==> src/rtl/core/fdec_pkg.sv <==
package fdec_pkg;

    localparam int STATUS_W = 4;
    localparam int COUNT_W  = 5;
    localparam int CFG_IDX_W = 2;
    localparam int CFG_DAT_W = 16;

    localparam logic [4:0] MAX_LONG_RECORDS = 5'd20;

    typedef logic [STATUS_W-1:0]  t_status;
    typedef logic [COUNT_W-1:0]   t_count;
    typedef logic [CFG_IDX_W-1:0] t_cfg_idx;
    typedef logic [CFG_DAT_W-1:0] t_cfg_dat;

    localparam t_status ST_SHORT_OK = 4'd0;
    localparam t_status ST_LONG_OK  = 4'd1;
    localparam t_status ST_DELETED  = 4'd2;
    localparam t_status ST_LABEL    = 4'd3;
    localparam t_status ST_DOT_OK   = 4'd4;
    localparam t_status ST_END      = 4'd5;
    localparam t_status ST_STOPPED  = 4'd6;
    localparam t_status ST_ORPHAN   = 4'd7;
    localparam t_status ST_LONG_BAD = 4'd8;
    localparam t_status ST_MISMATCH = 4'd9;
    localparam t_status ST_HIGH     = 4'd10;
    localparam t_status ST_DOT_BAD  = 4'd11;

    localparam t_cfg_idx CFG_DIR_IS_ROOT  = 2'd0;
    localparam t_cfg_idx CFG_SELF_CLUSTER = 2'd1;
    localparam t_cfg_idx CFG_PARENT_CLUSTER = 2'd2;

    localparam logic [7:0]  BYTE_END     = 8'h00;
    localparam logic [7:0]  BYTE_DELETED = 8'he5;
    localparam logic [7:0]  ATTR_LONG    = 8'h0f;
    localparam logic [7:0]  ATTR_VOL_DIR = 8'h18;
    localparam logic [7:0]  ATTR_DIR     = 8'h10;
    localparam int          ATTR_VOL_BIT = 3;
    localparam int          LONG_FIRST_BIT = 6;

    localparam logic [63:0] NAME_DOT    = 64'h2020_2020_2020_202e;
    localparam logic [63:0] NAME_DOTDOT = 64'h2020_2020_2020_2e2e;
    localparam logic [23:0] EXT_BLANK   = 24'h20_2020;

endpackage

==> src/rtl/core/fdec_in_if.sv <==
interface fdec_in_if;
    logic        valid;
    logic        ready;
    logic        start_of_directory;
    logic        end_of_directory;
    logic [63:0] name_bytes;
    logic [23:0] ext_bytes;
    logic [7:0]  attributes;
    logic [7:0]  reserved_byte;
    logic [7:0]  long_checksum;
    logic [15:0] high_cluster;
    logic [15:0] first_cluster;
    logic [31:0] file_size;

    modport source (
        output valid, start_of_directory, end_of_directory, name_bytes, ext_bytes,
               attributes, reserved_byte, long_checksum, high_cluster, first_cluster,
               file_size,
        input  ready
    );
    modport sink (
        input  valid, start_of_directory, end_of_directory, name_bytes, ext_bytes,
               attributes, reserved_byte, long_checksum, high_cluster, first_cluster,
               file_size,
        output ready
    );
endinterface

==> src/rtl/core/fdec_out_if.sv <==
interface fdec_out_if;
    logic       valid;
    logic       ready;
    logic [3:0] status;
    logic [4:0] attached_long_count;

    modport source (output valid, status, attached_long_count, input ready);
    modport sink (input valid, status, attached_long_count, output ready);
endinterface

==> src/rtl/core/fdec_cfg_if.sv <==
interface fdec_cfg_if;
    logic        valid;
    logic        ready;
    logic [1:0]  reg_index;
    logic [15:0] wdata;

    modport source (output valid, reg_index, wdata, input ready);
    modport sink (input valid, reg_index, wdata, output ready);
endinterface

==> src/rtl/core/fdec_name_sum.sv <==
module fdec_name_sum #(
    parameter int NBYTES = 6
) (
    input  logic [7:0]          i_seed,
    input  logic [8*NBYTES-1:0] i_bytes,
    output logic [7:0]          o_sum
);
    logic [7:0] acc;

    // rotate right by one, then add the next name byte
    always_comb begin
        acc = i_seed;
        for (int i = 0; i < NBYTES; i++) begin
            acc = {acc[0], acc[7:1]} + i_bytes[8*i +: 8];
        end
        o_sum = acc;
    end
endmodule

==> src/rtl/core/fat_directory_entry_checker_core.sv <==
// Channel   Port       Dir   Word
// entry     i_entry    in    one 32-byte directory entry, split into fields
// verdict   o_verdict  out   status and attached long-record count
// config    i_cfg      in    register index and write data, always ready
//
// One entry per cycle while o_verdict is ready; the verdict is registered in stage 2.
// Stage 1 registers the entry with the dot-name flags and the checksum over bytes 0-5;
// stage 2 finishes the checksum over bytes 6-10 and updates the run state.
// Active-low sync reset clears run state, stop, valid and cluster regs; sets dir-is-root.
// A stalled output holds its word; an empty stage still accepts a new entry.
module fat_directory_entry_checker_core (
    input  logic       i_clk,
    input  logic       i_rst_n,
    fdec_in_if.sink    i_entry,
    fdec_out_if.source o_verdict,
    fdec_cfg_if.sink   i_cfg
);
    import fdec_pkg::*;

    logic        r_dir_is_root;
    logic [15:0] r_self_cluster;
    logic [15:0] r_parent_cluster;

    logic [4:0]  r_ordl;
    logic [7:0]  r_sum;
    logic [4:0]  r_pend;
    logic        r_stopped;
    logic [4:0]  n_ordl;
    logic [7:0]  n_sum;
    logic [4:0]  n_pend;
    logic        n_stopped;

    logic        r_s1_vld;
    logic        r_s1_start;
    logic        r_s1_end;
    logic [7:0]  r_s1_first;
    logic [39:0] r_s1_tail;
    logic [7:0]  r_s1_psum;
    logic        r_s1_dot1;
    logic        r_s1_dot2;
    logic [7:0]  r_s1_attr;
    logic        r_s1_resv_nz;
    logic [7:0]  r_s1_lsum;
    logic        r_s1_hic_nz;
    logic [15:0] r_s1_fclu;
    logic        r_s1_fsize_nz;

    logic        r_out_vld;
    t_status     r_status;
    t_count      r_count;
    t_status     n_status;
    t_count      n_count;

    logic        s1_adv;
    logic        s2_adv;
    logic        s2_fire;
    logic [7:0]  in_psum;
    logic [7:0]  full_sum;

    logic        cur_stop;
    logic [4:0]  cur_ordl;
    logic [7:0]  cur_sum;
    logic [4:0]  cur_pend;
    logic [4:0]  ord;
    logic        pend_nz;
    logic [4:0]  eff_ordl;
    logic [7:0]  eff_sum;
    logic        long_bad;
    logic        mismatch;
    logic [15:0] dot_expect;

    fdec_name_sum #(.NBYTES(6)) u_sum_head (
        .i_seed  (8'h00),
        .i_bytes (i_entry.name_bytes[47:0]),
        .o_sum   (in_psum)
    );

    fdec_name_sum #(.NBYTES(5)) u_sum_tail (
        .i_seed  (r_s1_psum),
        .i_bytes (r_s1_tail),
        .o_sum   (full_sum)
    );

    assign s2_adv  = !r_out_vld || o_verdict.ready;
    assign s1_adv  = !r_s1_vld || s2_adv;
    assign s2_fire = r_s1_vld && s2_adv;

    assign i_entry.ready = s1_adv;
    assign i_cfg.ready   = 1'b1;

    assign o_verdict.valid               = r_out_vld;
    assign o_verdict.status              = r_status;
    assign o_verdict.attached_long_count = r_count;

    always_comb begin
        cur_stop   = r_s1_start ? 1'b0  : r_stopped;
        cur_ordl   = r_s1_start ? 5'd0  : r_ordl;
        cur_sum    = r_s1_start ? 8'h00 : r_sum;
        cur_pend   = r_s1_start ? 5'd0  : r_pend;
        pend_nz    = (cur_pend != 5'd0);
        ord        = r_s1_first[4:0];
        eff_ordl   = pend_nz ? cur_ordl : ord;
        eff_sum    = pend_nz ? cur_sum : r_s1_lsum;
        long_bad   = (ord == 5'd0) || (ord > MAX_LONG_RECORDS) || (ord != eff_ordl) ||
                     (r_s1_first != {1'b0, !pend_nz, 1'b0, ord}) || r_s1_resv_nz ||
                     (r_s1_fclu != 16'h0000) || (r_s1_lsum != eff_sum);
        mismatch   = pend_nz && ((cur_ordl != 5'd0) || (full_sum != cur_sum) ||
                     r_s1_attr[ATTR_VOL_BIT] || r_s1_dot1 || r_s1_dot2);
        dot_expect = r_s1_dot2 ? r_parent_cluster : r_self_cluster;

        n_ordl    = cur_ordl;
        n_sum     = cur_sum;
        n_pend    = cur_pend;
        n_stopped = cur_stop;
        n_count   = '0;
        n_status  = ST_SHORT_OK;

        if (cur_stop) begin
            n_status = ST_STOPPED;
        end else if (r_s1_first == BYTE_END) begin
            n_status = pend_nz ? ST_ORPHAN : ST_END;
        end else if (r_s1_first == BYTE_DELETED) begin
            n_status = pend_nz ? ST_ORPHAN : ST_DELETED;
        end else if (r_s1_attr == ATTR_LONG) begin
            n_ordl = eff_ordl;
            n_sum  = eff_sum;
            if (long_bad) begin
                n_status = ST_LONG_BAD;
            end else begin
                n_ordl   = eff_ordl - 5'd1;
                n_pend   = cur_pend + 5'd1;
                n_status = r_s1_end ? ST_ORPHAN : ST_LONG_OK;
            end
        end else if (mismatch) begin
            n_status = ST_MISMATCH;
        end else if (r_s1_hic_nz) begin
            n_status = ST_HIGH;
        end else if (r_s1_dot1 || r_s1_dot2) begin
            if (r_dir_is_root || ((r_s1_attr & ATTR_VOL_DIR) != ATTR_DIR) ||
                r_s1_fsize_nz || (r_s1_fclu != dot_expect)) begin
                n_status = ST_DOT_BAD;
            end else begin
                n_status = ST_DOT_OK;
            end
        end else if (r_s1_attr[ATTR_VOL_BIT]) begin
            n_status = ST_LABEL;
        end else begin
            n_status = ST_SHORT_OK;
            n_count  = cur_pend;
            n_ordl   = 5'd0;
            n_sum    = 8'h00;
            n_pend   = 5'd0;
        end

        if (!cur_stop && (n_status >= ST_ORPHAN || n_status == ST_END)) begin
            n_stopped = 1'b1;
        end
    end

    always_ff @(posedge i_clk) begin
        if (!i_rst_n) begin
            r_dir_is_root    <= 1'b1;
            r_self_cluster   <= '0;
            r_parent_cluster <= '0;
            r_ordl           <= '0;
            r_sum            <= '0;
            r_pend           <= '0;
            r_stopped        <= 1'b0;
            r_s1_vld         <= 1'b0;
            r_out_vld        <= 1'b0;
        end else begin
            if (i_cfg.valid) begin
                unique case (i_cfg.reg_index)
                    CFG_DIR_IS_ROOT:    r_dir_is_root    <= i_cfg.wdata[0];
                    CFG_SELF_CLUSTER:   r_self_cluster   <= i_cfg.wdata;
                    CFG_PARENT_CLUSTER: r_parent_cluster <= i_cfg.wdata;
                    default: ;
                endcase
            end
            if (s1_adv) begin
                r_s1_vld <= i_entry.valid;
            end
            if (s2_adv) begin
                r_out_vld <= r_s1_vld;
            end
            if (s2_fire) begin
                r_ordl    <= n_ordl;
                r_sum     <= n_sum;
                r_pend    <= n_pend;
                r_stopped <= n_stopped;
            end
        end
    end

    always_ff @(posedge i_clk) begin
        if (s1_adv && i_entry.valid) begin
            r_s1_start    <= i_entry.start_of_directory;
            r_s1_end      <= i_entry.end_of_directory;
            r_s1_first    <= i_entry.name_bytes[7:0];
            r_s1_tail     <= {i_entry.ext_bytes, i_entry.name_bytes[63:48]};
            r_s1_psum     <= in_psum;
            r_s1_dot1     <= (i_entry.name_bytes == NAME_DOT) &&
                             (i_entry.ext_bytes == EXT_BLANK);
            r_s1_dot2     <= (i_entry.name_bytes == NAME_DOTDOT) &&
                             (i_entry.ext_bytes == EXT_BLANK);
            r_s1_attr     <= i_entry.attributes;
            r_s1_resv_nz  <= (i_entry.reserved_byte != 8'h00);
            r_s1_lsum     <= i_entry.long_checksum;
            r_s1_hic_nz   <= (i_entry.high_cluster != 16'h0000);
            r_s1_fclu     <= i_entry.first_cluster;
            r_s1_fsize_nz <= (i_entry.file_size != 32'h0000_0000);
        end
        if (s2_fire) begin
            r_status <= n_status;
            r_count  <= n_count;
        end
    end

    a_count_only_short: assert property (@(posedge i_clk) disable iff (!i_rst_n)
        (r_out_vld && (r_count != 5'd0)) |-> (r_status == ST_SHORT_OK))
        else $error("long count on a verdict other than short ok");

    a_pend_bound: assert property (@(posedge i_clk) disable iff (!i_rst_n)
        (r_pend <= MAX_LONG_RECORDS))
        else $error("pending long records exceed limit");

    a_run_bound: assert property (@(posedge i_clk) disable iff (!i_rst_n)
        ((r_pend != 5'd0) && !r_stopped) |->
        (({1'b0, r_pend} + {1'b0, r_ordl}) <= {1'b0, MAX_LONG_RECORDS}))
        else $error("run ordinals inconsistent with pending count");

    a_error_stops: assert property (@(posedge i_clk) disable iff (!i_rst_n)
        (s2_fire && (n_status >= ST_ORPHAN)) |=> r_stopped)
        else $error("error verdict did not stop the checker");

endmodule
==> src/flat_wrapper.sv <==
// flat-port wrapper written by rule: the top's interface ports become plain ports
module fat_directory_entry_checker_core_flat import fdec_pkg::*;
  (i_clk, i_rst_n, i_entry_valid, i_entry_start_of_directory, i_entry_end_of_directory, i_entry_name_bytes, i_entry_ext_bytes, i_entry_attributes, i_entry_reserved_byte, i_entry_long_checksum, i_entry_high_cluster, i_entry_first_cluster, i_entry_file_size, i_entry_ready, o_verdict_valid, o_verdict_status, o_verdict_attached_long_count, o_verdict_ready, i_cfg_valid, i_cfg_reg_index, i_cfg_wdata, i_cfg_ready);
  fdec_in_if i_entry_i ();
  fdec_out_if o_verdict_i ();
  fdec_cfg_if i_cfg_i ();
  input  logic i_clk;
  input  logic i_rst_n;
  input wire logic [$bits(i_entry_i.valid)-1:0] i_entry_valid;
  input wire logic [$bits(i_entry_i.start_of_directory)-1:0] i_entry_start_of_directory;
  input wire logic [$bits(i_entry_i.end_of_directory)-1:0] i_entry_end_of_directory;
  input wire logic [$bits(i_entry_i.name_bytes)-1:0] i_entry_name_bytes;
  input wire logic [$bits(i_entry_i.ext_bytes)-1:0] i_entry_ext_bytes;
  input wire logic [$bits(i_entry_i.attributes)-1:0] i_entry_attributes;
  input wire logic [$bits(i_entry_i.reserved_byte)-1:0] i_entry_reserved_byte;
  input wire logic [$bits(i_entry_i.long_checksum)-1:0] i_entry_long_checksum;
  input wire logic [$bits(i_entry_i.high_cluster)-1:0] i_entry_high_cluster;
  input wire logic [$bits(i_entry_i.first_cluster)-1:0] i_entry_first_cluster;
  input wire logic [$bits(i_entry_i.file_size)-1:0] i_entry_file_size;
  output wire logic [$bits(i_entry_i.ready)-1:0] i_entry_ready;
  output wire logic [$bits(o_verdict_i.valid)-1:0] o_verdict_valid;
  output wire logic [$bits(o_verdict_i.status)-1:0] o_verdict_status;
  output wire logic [$bits(o_verdict_i.attached_long_count)-1:0] o_verdict_attached_long_count;
  input wire logic [$bits(o_verdict_i.ready)-1:0] o_verdict_ready;
  input wire logic [$bits(i_cfg_i.valid)-1:0] i_cfg_valid;
  input wire logic [$bits(i_cfg_i.reg_index)-1:0] i_cfg_reg_index;
  input wire logic [$bits(i_cfg_i.wdata)-1:0] i_cfg_wdata;
  output wire logic [$bits(i_cfg_i.ready)-1:0] i_cfg_ready;
  assign i_entry_i.valid = i_entry_valid;
  assign i_entry_i.start_of_directory = i_entry_start_of_directory;
  assign i_entry_i.end_of_directory = i_entry_end_of_directory;
  assign i_entry_i.name_bytes = i_entry_name_bytes;
  assign i_entry_i.ext_bytes = i_entry_ext_bytes;
  assign i_entry_i.attributes = i_entry_attributes;
  assign i_entry_i.reserved_byte = i_entry_reserved_byte;
  assign i_entry_i.long_checksum = i_entry_long_checksum;
  assign i_entry_i.high_cluster = i_entry_high_cluster;
  assign i_entry_i.first_cluster = i_entry_first_cluster;
  assign i_entry_i.file_size = i_entry_file_size;
  assign i_entry_ready = i_entry_i.ready;
  assign o_verdict_valid = o_verdict_i.valid;
  assign o_verdict_status = o_verdict_i.status;
  assign o_verdict_attached_long_count = o_verdict_i.attached_long_count;
  assign o_verdict_i.ready = o_verdict_ready;
  assign i_cfg_i.valid = i_cfg_valid;
  assign i_cfg_i.reg_index = i_cfg_reg_index;
  assign i_cfg_i.wdata = i_cfg_wdata;
  assign i_cfg_ready = i_cfg_i.ready;
  fat_directory_entry_checker_core u_core (.i_clk(i_clk), .i_rst_n(i_rst_n), .i_entry(i_entry_i), .o_verdict(o_verdict_i), .i_cfg(i_cfg_i));
endmodule
==> config.mk <==
export PLATFORM = sky130hd
export DESIGN_NAME = fat_directory_entry_checker_core_flat
export DESIGN_NICKNAME = d
export VERILOG_FILES = /design/src/rtl/core/fdec_pkg.sv /design/src/rtl/core/fdec_in_if.sv /design/src/rtl/core/fdec_out_if.sv /design/src/rtl/core/fdec_cfg_if.sv /design/src/rtl/core/fdec_name_sum.sv /design/src/rtl/core/fat_directory_entry_checker_core.sv /design/src/flat_wrapper.sv
export SDC_FILE = /design/constraint.sdc
export NUM_CORES = 1
export LEC_CHECK = 0
export BUFFER_PORTS_ARGS = -buffer_cell sky130_fd_sc_hd__buf_2
export CAP_MARGIN = 20
export CORE_MARGIN = 4
export CORE_UTILIZATION = 52
export CTS_BUF_LIST = sky130_fd_sc_hd__clkbuf_8
export DETAILED_ROUTE_END_ITERATION = 16
export PLACE_DENSITY = 0.88
export SYNTH_ARGS = -nofsm -noshare
export SYNTH_HDL_FRONTEND = slang
export SYNTH_HIERARCHICAL = 1
export SYNTH_SLANG_ARGS = --single-unit
==> constraint.sdc <==
create_clock -name i_clk -period 6.8 [get_ports i_clk]
set_input_delay 0.68 -clock i_clk [delete_from_list [all_inputs] [get_ports i_clk]]
set_output_delay 0.68 -clock i_clk [all_outputs]
set_load 0.03 [all_outputs]
==> reports/qor.csv, run 1 <==
metric,value,unit
status,"finished, violations left",
failing checks,negative setup slack,
Syn Area/Cell,10.0,um2
synthesized flop and latch total,158,
number of global-route vias before repair,8982,
Clock H-tree levels,4,
CP endpoint kind,flop,
cts hold-fix bufs,0,
die height,148,um
"FFs w/ async S/R, synth",0,%
yosys warns,6,
synth unique cells,83,
Antenna Nets Post-Route,0,
fin cells,1543,
Synth Flop Type,edfxtp_1,
CTS tree,yes,
Via-to-Cell Ratio,6.09,
max cap viols,0,
global-route wire length before repair,43.7,mm
CTS Buf Count,17,
hold depth,1,
Worst Max-Slew Pin Slew,0.961,ns
pin count of the biggest net entering global routing,64,
R2R Path End,u_core/r_sum[3],
Buf/Inv on CP,2,
Post-DP Area,0.0116,mm2
Tcrit/Tclk final,103,%
Synth area leaders,"edfxtp_1, dfxtp_1, ha_1, xnor2_1, a21oi_1",
Final Slew Violations,0,
Hold EP,u_core/r_s1_fclu[8],
Synth area leader,edfxtp_1,
Synth Cell Area,0.0102,mm2
critical register-to-register path startpoint,u_core/r_s1_psum[1],
gr ovfl total,0,
cell family with most CP delay,compound AO/OA/AOI/OAI gates,
CP max stage delay,0.50,ns
Worst EP arrival,7.38,ns
Worst Hold Class,primary input to flop,
gr usage total,24.8,%
hold_sp,i_entry_first_cluster[8],
die area,0.0220,mm2
synth-to-layout area growth,21.8,%
fin area,0.0124,mm2
Synth top area share,30.6,%
Post-DP HPWL,21.4,mm
CP Class,flop to flop,
critical-path cell with the highest stage delay,or4b_1,
WL final,30.1,mm
clk slew on worst S/H paths,0.10,ns
final core occ,64.2,%
Relative slew margins,35.3,%
DRT Pass-1 Iters,8,
crit path max fanout,6,
root buffer cell,clkbuf_8,
endpoints failing setup,25,
Final WS setup,-0.231,ns
"Hold Vio Cnt, Final",0,
Clock Skew,0.0173,ns
IO buf count,211,
flop2flop setup slack,-0.23,ns
total number of vias,9396,
I/O pin count,213,
Startpoint Class,flop,
Routed WL per cell,19.5,um
Max Root-Sink Buffers,2,
Placer Congestion,0.954,
Nets,1558,
Die Wd,148,um
maximum clock frequency,142,MHz
Worst R2R Path Depth,31,
residual DRC count,0,
Row Count,51,
initial antenna violation count,4,
Initial Util,52.7,%
CORE AREA,0.0194,mm2
post-layout min period,7.03,ns
"EDFF count, synth",104,
placed cell count,1486,
DR iter-0 viols,1012,
"Data required, critical path",7.14,ns
Syn Inst Count,1019,
Skew-Pair Late Insertion Delay,0.45,ns
layout cell share with drive strength beyond 1,28.3,%
clock sink count,158,
RSZ-0062 raised after global routing,yes,
register area share after synthesis,41.1,%
## repair_timing
action | 4_1_cts | 5_1_grt
pin swaps | 3 | 41
setup buffers | 3 | 17
gates resized for setup | 3 | 58
setup endpoints to repair | 16 | 28
cloned | 0 | 0
## how the worst max path moves through the flow
| stage | cells after the start | from | end | slack [ns] |
|---|---|---|---|---|
| finish | 31 | u_core/r_s1_psum[1] | u_core/r_sum[3] | -0.23 |
| global route | 31 | u_core/r_s1_psum[1] | u_core/r_sum[3] | -0.46 |
| CTS | 29 | u_core/r_s1_psum[1] | u_core/r_sum[3] | 0.003 |
| detailed placement | 30 | u_core/r_s1_psum[1] | u_core/r_sum[4] | -0.12 |
| global placement | 29 | u_core/r_s1_psum[1] | u_core/r_sum[2] | 0.22 |
| floorplan | 29 | u_core/r_s1_psum[1] | u_core/r_sum[0] | 0.44 |
## Yosys cell counts (all sizes together), types with 8 or more instances
cell	instances
o21ai	29
inv	58
nor4b	12
nand3	14
nand4	18
nand2b	11
mux2i	20
xnor2	66
nor2	53
a21o	18
ha	85
a21oi	92
fa	11
nor4	47
xor2	22
clkbuf	17
a211oi	8
nand2	99
a31oi	13
edfxtp	104
dfxtp	54
nor3	23
nor2b	22
## flip-flops by register name, summed over array words and instances, names as in the netlist, 4 cells and up
register and cells:
u_core/r_s1_tail 40, u_core/r_parent_cluster 16, u_core/r_s1_fclu 16, u_core/r_self_cluster 16
u_core/r_s1_attr 8, u_core/r_s1_first 8, u_core/r_s1_lsum 8, u_core/r_s1_psum 8
u_core/r_sum 8, u_core/o_verdict.attached_long_count 5, u_core/r_ordl 5, u_core/r_pend 5
u_core/o_verdict.status 4
## layout make-up
| class | instances | area, um2 |
|---|---|---|
| multi-input combinational | 787 | 6040 |
| clock inverter | 15 | 144 |
| timing repair buffer | 237 | 1250 |
| clock buffer | 17 | 234 |
| fill | 1448 | 6950 |
| sequential | 158 | 4200 |
| antenna | 4 | 10.0 |
| tap | 265 | 332 |
| inverter | 60 | 225 |
## kinds of logic after synthesis
| logic type | Yosys count | synth area share (%) |
|---|---|---|
| xor+xnor | 88 | 7.54 |
| flops | 158 | 41.1 |
| fa+ha+maj | 96 | 12.6 |
| buf+inv | 82 | 3.10 |
| compound gates | 236 | 16.0 |
| simple gates | 337 | 17.6 |
| mux | 20 | 1.96 |
| other cells | 2 | 0.0735 |
## metrics by stage
step | hold slack (ns) | setup TNS, ns | worst slack [ns]
2_1_floorplan | 0.436 | 0 | 0.441
3_3_place_gp | 0.441 | 0 | 0.220
3_5_place_dp | 0.450 | -0.629 | -0.117
4_1_cts | 0.360 | 0 | 0.00322
5_1_grt | 0.364 | -9.02 | -0.456
6_report | 0.397 | -2.99 | -0.231
## layout by cell type (no fill, tap or decap), drive strengths merged, types with 7 or more instances in the layout
cell type and count:
a211oi 8, a21o 18, a21oi 92, a31oi 13, buf 237, clkbuf 17, clkinv 7, conb 10
dfxtp 54, edfxtp 104, fa 11, ha 85, inv 67, mux2i 20, nand2 99, nand2b 11
nand3 14, nand4 18, nor2 53, nor2b 22, nor3 23, nor4 47, nor4b 12, o211ai 7
o21ai 29, or3 7, xnor2 66, xor2 22
## per-layer routing
layer	up-vias	track usage [%]	part of all wire, %
met5	-	0	0
met4	0	11.1	5.0
met3	134	4.02	7.5
met2	562	44.0	50
met1	4412	29.7	38
li1	4288	-	-
Power of run 1 is not shown: default switching activity piles up to over one toggle a cycle in this logic, so the estimate is an artifact.
==> inputs of run 2 (changes only) <==
--- a/config.mk
+++ b/config.mk
@@ -5,13 +5,13 @@
 export SDC_FILE = /design/constraint.sdc
 export NUM_CORES = 1
 export LEC_CHECK = 0
-export BUFFER_PORTS_ARGS = -buffer_cell sky130_fd_sc_hd__buf_2
 export CAP_MARGIN = 20
 export CORE_MARGIN = 4
-export CORE_UTILIZATION = 52
+export CORE_UTILIZATION = 55
 export CTS_BUF_LIST = sky130_fd_sc_hd__clkbuf_8
 export DETAILED_ROUTE_END_ITERATION = 16
-export PLACE_DENSITY = 0.88
+export DONT_BUFFER_PORTS = 1
+export PLACE_DENSITY = 0.82
 export SYNTH_ARGS = -nofsm -noshare
 export SYNTH_HDL_FRONTEND = slang
 export SYNTH_HIERARCHICAL = 1
==> run 2 against run 1 <==
  * The run still ends with negative setup slack left
  * Cell count decreased by 16%
  * First-iteration DRC count shrank 31%
  * Sequential cell count unchanged
  * Die area down 5.2%
  * Hold slack worse by 0.11 ns
  * Non-clock buffer count shrank 218
  * Clock skew rose by 0.0045 ns
  * Global-route usage down 0.27 points
  * Critical path depth unchanged
  * Critical endpoint is now u_core/r_sum[2]
==> reports/qor.csv, run 2 (synthesis results as in run 1) <==
metric,value,unit,change
maximum clock frequency,147,MHz,was 142 MHz
"Hold Vio Cnt, Final",0,,unchanged
most frequent cells in the layout,"edfxtp_1, nand2_1, a21oi_1",,"was buf_2, edfxtp_1, nand2_1"
Relative slew margins,29.5,%,was 35.3%
global-route wire length before repair,40.0,mm,was 43.7 mm
Final WS setup,-0.0151,ns,was -0.231 ns
clk slew on worst S/H paths,0.10,ns,about the same
Post-DP HPWL,20.0,mm,was 21.4 mm
most used cell along the critical path,ha_4,,
fin cells,1289,,"was 1,543"
"most common cell after layout, fill and taps aside",edfxtp_1,,was buf_2
post-layout min period,6.82,ns,was 7.03 ns
Placer Congestion,0.911,,was 0.954
FILL cells,1436,,"was 1,448"
CTS tree,yes,,unchanged
gr usage total,24.6,%,was 24.8%
die height,144,um,was 148 um
number of global-route vias before repair,7757,,"was 8,982"
flop2flop setup slack,-0.02,ns,was -0.23 ns
Worst EP arrival,7.16,ns,was 7.38 ns
Max Root-Sink Buffers,2,,unchanged
status,"finished, violations left",,unchanged
cts hold-fix bufs,0,,unchanged
register cell area after layout,0.00420,mm2,unchanged
CP max stage delay,0.43,ns,was 0.50 ns
WL final,26.5,mm,was 30.1 mm
Reg with most FFs,u_core/r_s1_tail,,unchanged
Worst Max-Slew Pin Slew,1.06,ns,was 0.961 ns
CP Class,flop to flop,,unchanged
residual DRC count,0,,unchanged
critical-path cell with the highest stage delay,edfxtp_1,,was or4b_1
synth-to-layout area growth,10.3,%,was 21.8%
crit path max fanout,6,,unchanged
Tcrit/Tclk final,100,%,was 103%
wire length on met1,10.6,mm,was 11.3 mm
Row Count,49,,was 51
failing checks,negative setup slack,,unchanged
Clock H-tree levels,4,,unchanged
max FFs per register,40,,unchanged
IO buf count,0,,was 211
layout cell share with drive strength beyond 1,12.6,%,was 28.3%
Worst Hold Class,primary input to flop,,unchanged
die area,0.0208,mm2,was 0.0220 mm2
Die Wd,144,um,was 148 um
met3 wire len,2.21,mm,was 2.26 mm
pin count of the biggest net entering global routing,63,,was 64
CP endpoint kind,flop,,unchanged
placed cell count,1238,,"was 1,486"
I/O pin count,213,,unchanged
Via-to-Cell Ratio,6.36,,was 6.09
CORE AREA,0.0181,mm2,was 0.0194 mm2
DR iter-0 viols,699,,"was 1,012"
Post-DP Area,0.0105,mm2,was 0.0116 mm2
endpoints failing setup,2,,was 25
max cap viols,0,,unchanged
final core occ,62.1,%,was 64.2%
gr ovfl total,0,,unchanged
"Data required, critical path",7.15,ns,was 7.14 ns
area of the multi-input gates,0.00598,mm2,was 0.00604 mm2
RSZ-0062 raised after global routing,yes,,unchanged
Routed WL per cell,20.5,um,was 19.5 um
Initial Util,56.3,%,was 52.7%
fin area,0.0113,mm2,was 0.0124 mm2
DRT Pass-1 Iters,5,,was 8
clock sink count,158,,unchanged
Top Layer Used,met4,,unchanged
Clock Skew,0.0218,ns,was 0.0173 ns
Antenna Nets Post-Route,0,,unchanged
met2 wire length,13.0,mm,was 15.0 mm
Final Slew Violations,0,,unchanged
total number of vias,8194,,"was 9,396"
Nets,1340,,"was 1,558"
CTS Buf Count,17,,unchanged
root buffer cell,clkbuf_8,,unchanged
initial antenna violation count,3,,was 4
Skew-Pair Late Insertion Delay,0.47,ns,was 0.45 ns
Startpoint Class,flop,,unchanged
run 2: cell count changes in the layout (fill, tap and decap cells not counted), moves of 2 or more:
| cell | previous run | this run |
|---|---|---|
| inv_8 | 3 | 5 |
| ha_2 | 6 | 4 |
| buf_4 | 25 | 19 |
| clkinv_8 | 2 | 5 |
| a21oi_1 | 82 | 85 |
| inv_6 | 6 | 2 |
| a21oi_2 | 9 | 6 |
| ha_1 | 73 | 75 |
| buf_2 | 211 | 0 |
run 2: critical path: cells and delay by family, from the launching register on:
kind	cells	cell delay, ns
AO/OA/AOI/OAI	16	3.39
adder cells (fa/ha/maj)	5	1.41
AND/OR/NAND/NOR	5	0.71
XOR/XNOR	3	0.47
flip-flops	1	0.43
buffers and inverters	2	0.27
run 2: final timing paths:
check	startpoint	end	cells after the start
max	u_core/r_s1_tail[0]	u_core/r_sum[2]	31
min	i_rst_n	u_core/r_dir_is_root	1
max reg2reg	u_core/r_s1_tail[0]	u_core/r_sum[2]	31
min reg2reg	u_core/r_self_cluster[14]	u_core/r_self_cluster[14]	2
run 2: final cells by class:
cell class                      count  share of cell area [%]
Inverter                           60                    2.00
Antenna cell                        4                  0.0888
Clock buffer                       17                    2.08
Sequential cell                   158                    37.3
Tap cell                          229                    2.54
Timing Repair Buffer               19                    1.27
Clock inverter                     15                    1.65
Multi-Input combinational cell    787                    53.1
run 2: layer usage:
| metal | track usage [%] | up-vias |
|---|---|---|
| li1 | - | 3840 |
| met1 | 31.5 | 3887 |
| met2 | 41.0 | 412 |
| met3 | 6.38 | 55 |
| met4 | 7.41 | 0 |
| met5 | 0 | - |
run 2: metrics by stage:
stage          TNS [ns]  hold WS [ns]  worst slack (ns)
3_5_place_dp          0         0.446            0.0209
6_report        -0.0170         0.291           -0.0151
5_1_grt           -6.70         0.248            -0.406
3_3_place_gp          0         0.442             0.212
4_1_cts               0         0.267            0.0282
2_1_floorplan         0         0.436             0.441
run 2: what timing repair did:
item	in CTS	in global routing
gates resized for setup	1	49
endpoints found under the hold margin	0	0
pin swaps	0	30
setup buffers	0	14
setup endpoints to repair	6	28
Power of run 2 is left out for the same reason.
==> inputs of run 3 (changes only) <==
--- a/config.mk
+++ b/config.mk
@@ -11,7 +11,7 @@
 export CTS_BUF_LIST = sky130_fd_sc_hd__clkbuf_8
 export DETAILED_ROUTE_END_ITERATION = 16
 export DONT_BUFFER_PORTS = 1
-export PLACE_DENSITY = 0.82
+export PLACE_DENSITY = 0.79
 export SYNTH_ARGS = -nofsm -noshare
 export SYNTH_HDL_FRONTEND = slang
 export SYNTH_HIERARCHICAL = 1
==> constraint.sdc (replaced) <==
create_clock -name i_clk -period 7.9 [get_ports i_clk]
set_input_delay 0.79 -clock i_clk [delete_from_list [all_inputs] [get_ports i_clk]]
set_output_delay 0.79 -clock i_clk [all_outputs]
set_load 0.03 [all_outputs]
==> run 3 against run 2 <==
  * The flow now finishes without violations
  * Critical path type unchanged
  * Setup slack improved by 0.81 ns
  * Via count shrank 3.6%
  * Non-clock buffer count is 16 lower
  * Cell count is 1.6% lower
  * Sequential cell count unchanged
  * Die area is the same
  * Routed wire length decreased by 4.6%
  * Utilization is 2.1 points lower
  * Maximum frequency is 4.0% lower
  * Sequential share of layout area increased by 1.3 points
==> reports/qor.csv, run 3 (synthesis results as in run 1) <==
metric,value,unit,change
status,finished clean,,"was finished, violations left"
Routed WL per cell,19.9,um,was 20.5 um
WL final,25.3,mm,was 26.5 mm
Clock Skew,0.0238,ns,was 0.0218 ns
Initial Util,56.3,%,unchanged
Max Root-Sink Buffers,2,,unchanged
Antenna Nets Post-Route,0,,unchanged
Tcrit/Tclk final,89.9,%,was 100%
Final Slew Violations,0,,unchanged
CP max stage delay,0.48,ns,was 0.43 ns
most used cell along the critical path,ha_1,,was ha_4
CTS Buf Count,17,,unchanged
critical-path cell with the highest stage delay,fa_1,,was edfxtp_1
global-route wire length before repair,39.1,mm,was 40.0 mm
endpoints failing setup,0,,was 2
hold depth,1,,unchanged
Worst Hold Class,primary input to flop,,unchanged
maximum clock frequency,141,MHz,was 147 MHz
initial antenna violation count,0,,was 3
placed cell count,1236,,"was 1,238"
CORE AREA,0.0181,mm2,unchanged
Placer Congestion,0.879,,was 0.911
Post-DP HPWL,19.8,mm,was 20.0 mm
post-cts resize count,0,,was 1
Die Wd,144,um,unchanged
Clock H-tree levels,4,,unchanged
synth-to-layout area growth,6.56,%,was 10.3%
max cap viols,0,,unchanged
Nets,1324,,"was 1,340"
clk slew on worst S/H paths,0.10,ns,about the same
gr ovfl total,0,,unchanged
CP Class,flop to flop,,unchanged
Startpoint Class,flop,,unchanged
"Hold Vio Cnt, Final",0,,unchanged
clock sink count,158,,unchanged
setup tns final,0,ns,was -0.0170 ns
DR iter-0 viols,588,,was 699
fin cells,1269,,"was 1,289"
layout cell share with drive strength beyond 1,7.21,%,was 12.6%
root buffer cell,clkbuf_8,,unchanged
Ant. Diodes,0,,was 4
crit path max fanout,6,,unchanged
Row Count,49,,unchanged
cts hold-fix bufs,0,,unchanged
IO buf count,0,,unchanged
number of global-route vias before repair,7636,,"was 7,757"
die area,0.0208,mm2,unchanged
pin count of the biggest net entering global routing,85,,was 63
Worst EP arrival,7.44,ns,was 7.16 ns
Reg with most FFs,u_core/r_s1_tail,,unchanged
total number of vias,7902,,"was 8,194"
Via-to-Cell Ratio,6.23,,was 6.36
die height,144,um,unchanged
I/O pin count,213,,unchanged
Relative slew margins,27.1,%,was 29.5%
"most common cell after layout, fill and taps aside",edfxtp_1,,unchanged
Worst Max-Slew Pin Slew,1.09,ns,was 1.06 ns
CTS tree,yes,,unchanged
CP endpoint kind,flop,,unchanged
"Data required, critical path",8.24,ns,was 7.15 ns
max FFs per register,40,,unchanged
gr usage total,24.0,%,was 24.6%
Skew-Pair Late Insertion Delay,0.47,ns,about the same
post-layout min period,7.10,ns,was 6.82 ns
Post CTS Setup Buffer Count,0,,unchanged
most frequent cells in the layout,"edfxtp_1, nand2_1, a21oi_1",,unchanged
DRT Pass-1 Iters,6,,was 5
residual DRC count,0,,unchanged
final core occ,60.0,%,was 62.1%
RSZ-0062 raised after global routing,no,,was yes
Worst R2R Path Depth,29,,was 31
-- run 3: area by class of cell --
class	count	area [um2]
Fill cell	1499	7260
Timing Repair Buffer	3	22.5
Clock buffer	17	234
Sequential cell	158	4200
Inverter	60	225
Multi-Input combinational cell	787	5730
Tap cell	229	287
Clock inverter	15	186
-- run 3: critical path, delay by kind of cell (launching register included) --
kind / cells / cell delay [ns]
fa+ha+maj: 7 / 2.36
compound gates: 11 / 2.30
simple gates: 7 / 1.52
flops: 1 / 0.36
xor+xnor: 2 / 0.34
buf+inv: 2 / 0.12
-- run 3: path summary, 6_finish.rpt --
check | start | endpoint | slack [ns]
max | u_core/r_s1_psum[1] | u_core/r_sum[3] | 0.80
min | i_rst_n | u_core/r_dir_is_root | 0.41
max reg2reg | u_core/r_s1_psum[1] | u_core/r_sum[3] | 0.80
min reg2reg | u_core/r_self_cluster[2] | u_core/r_self_cluster[2] | 0.46
-- run 3: metrics by stage --
stage	setup slack [ns]	hold slack [ns]	instance area, um2
2_1_floorplan	1.54	0.436	10200
3_3_place_gp	1.18	0.441	10500
3_5_place_dp	0.914	0.448	10500
4_1_cts	0.859	0.356	10900
5_1_grt	0.327	0.351	10900
6_report	0.800	0.407	10900
-- run 3: layer usage --
| layer | share of wire [%] | routed length [um] | global-route usage (%) | vias up |
|---|---|---|---|---|
| li1 | - | - | - | 3815 |
| met1 | 43 | 10700 | 31.6 | 3710 |
| met2 | 48 | 12100 | 39.5 | 331 |
| met3 | 7.1 | 1790 | 5.75 | 46 |
| met4 | 2.3 | 581 | 6.97 | 0 |
| met5 | 0 | 0 | 0 | - |
Power of run 3 is left out for the same reason.
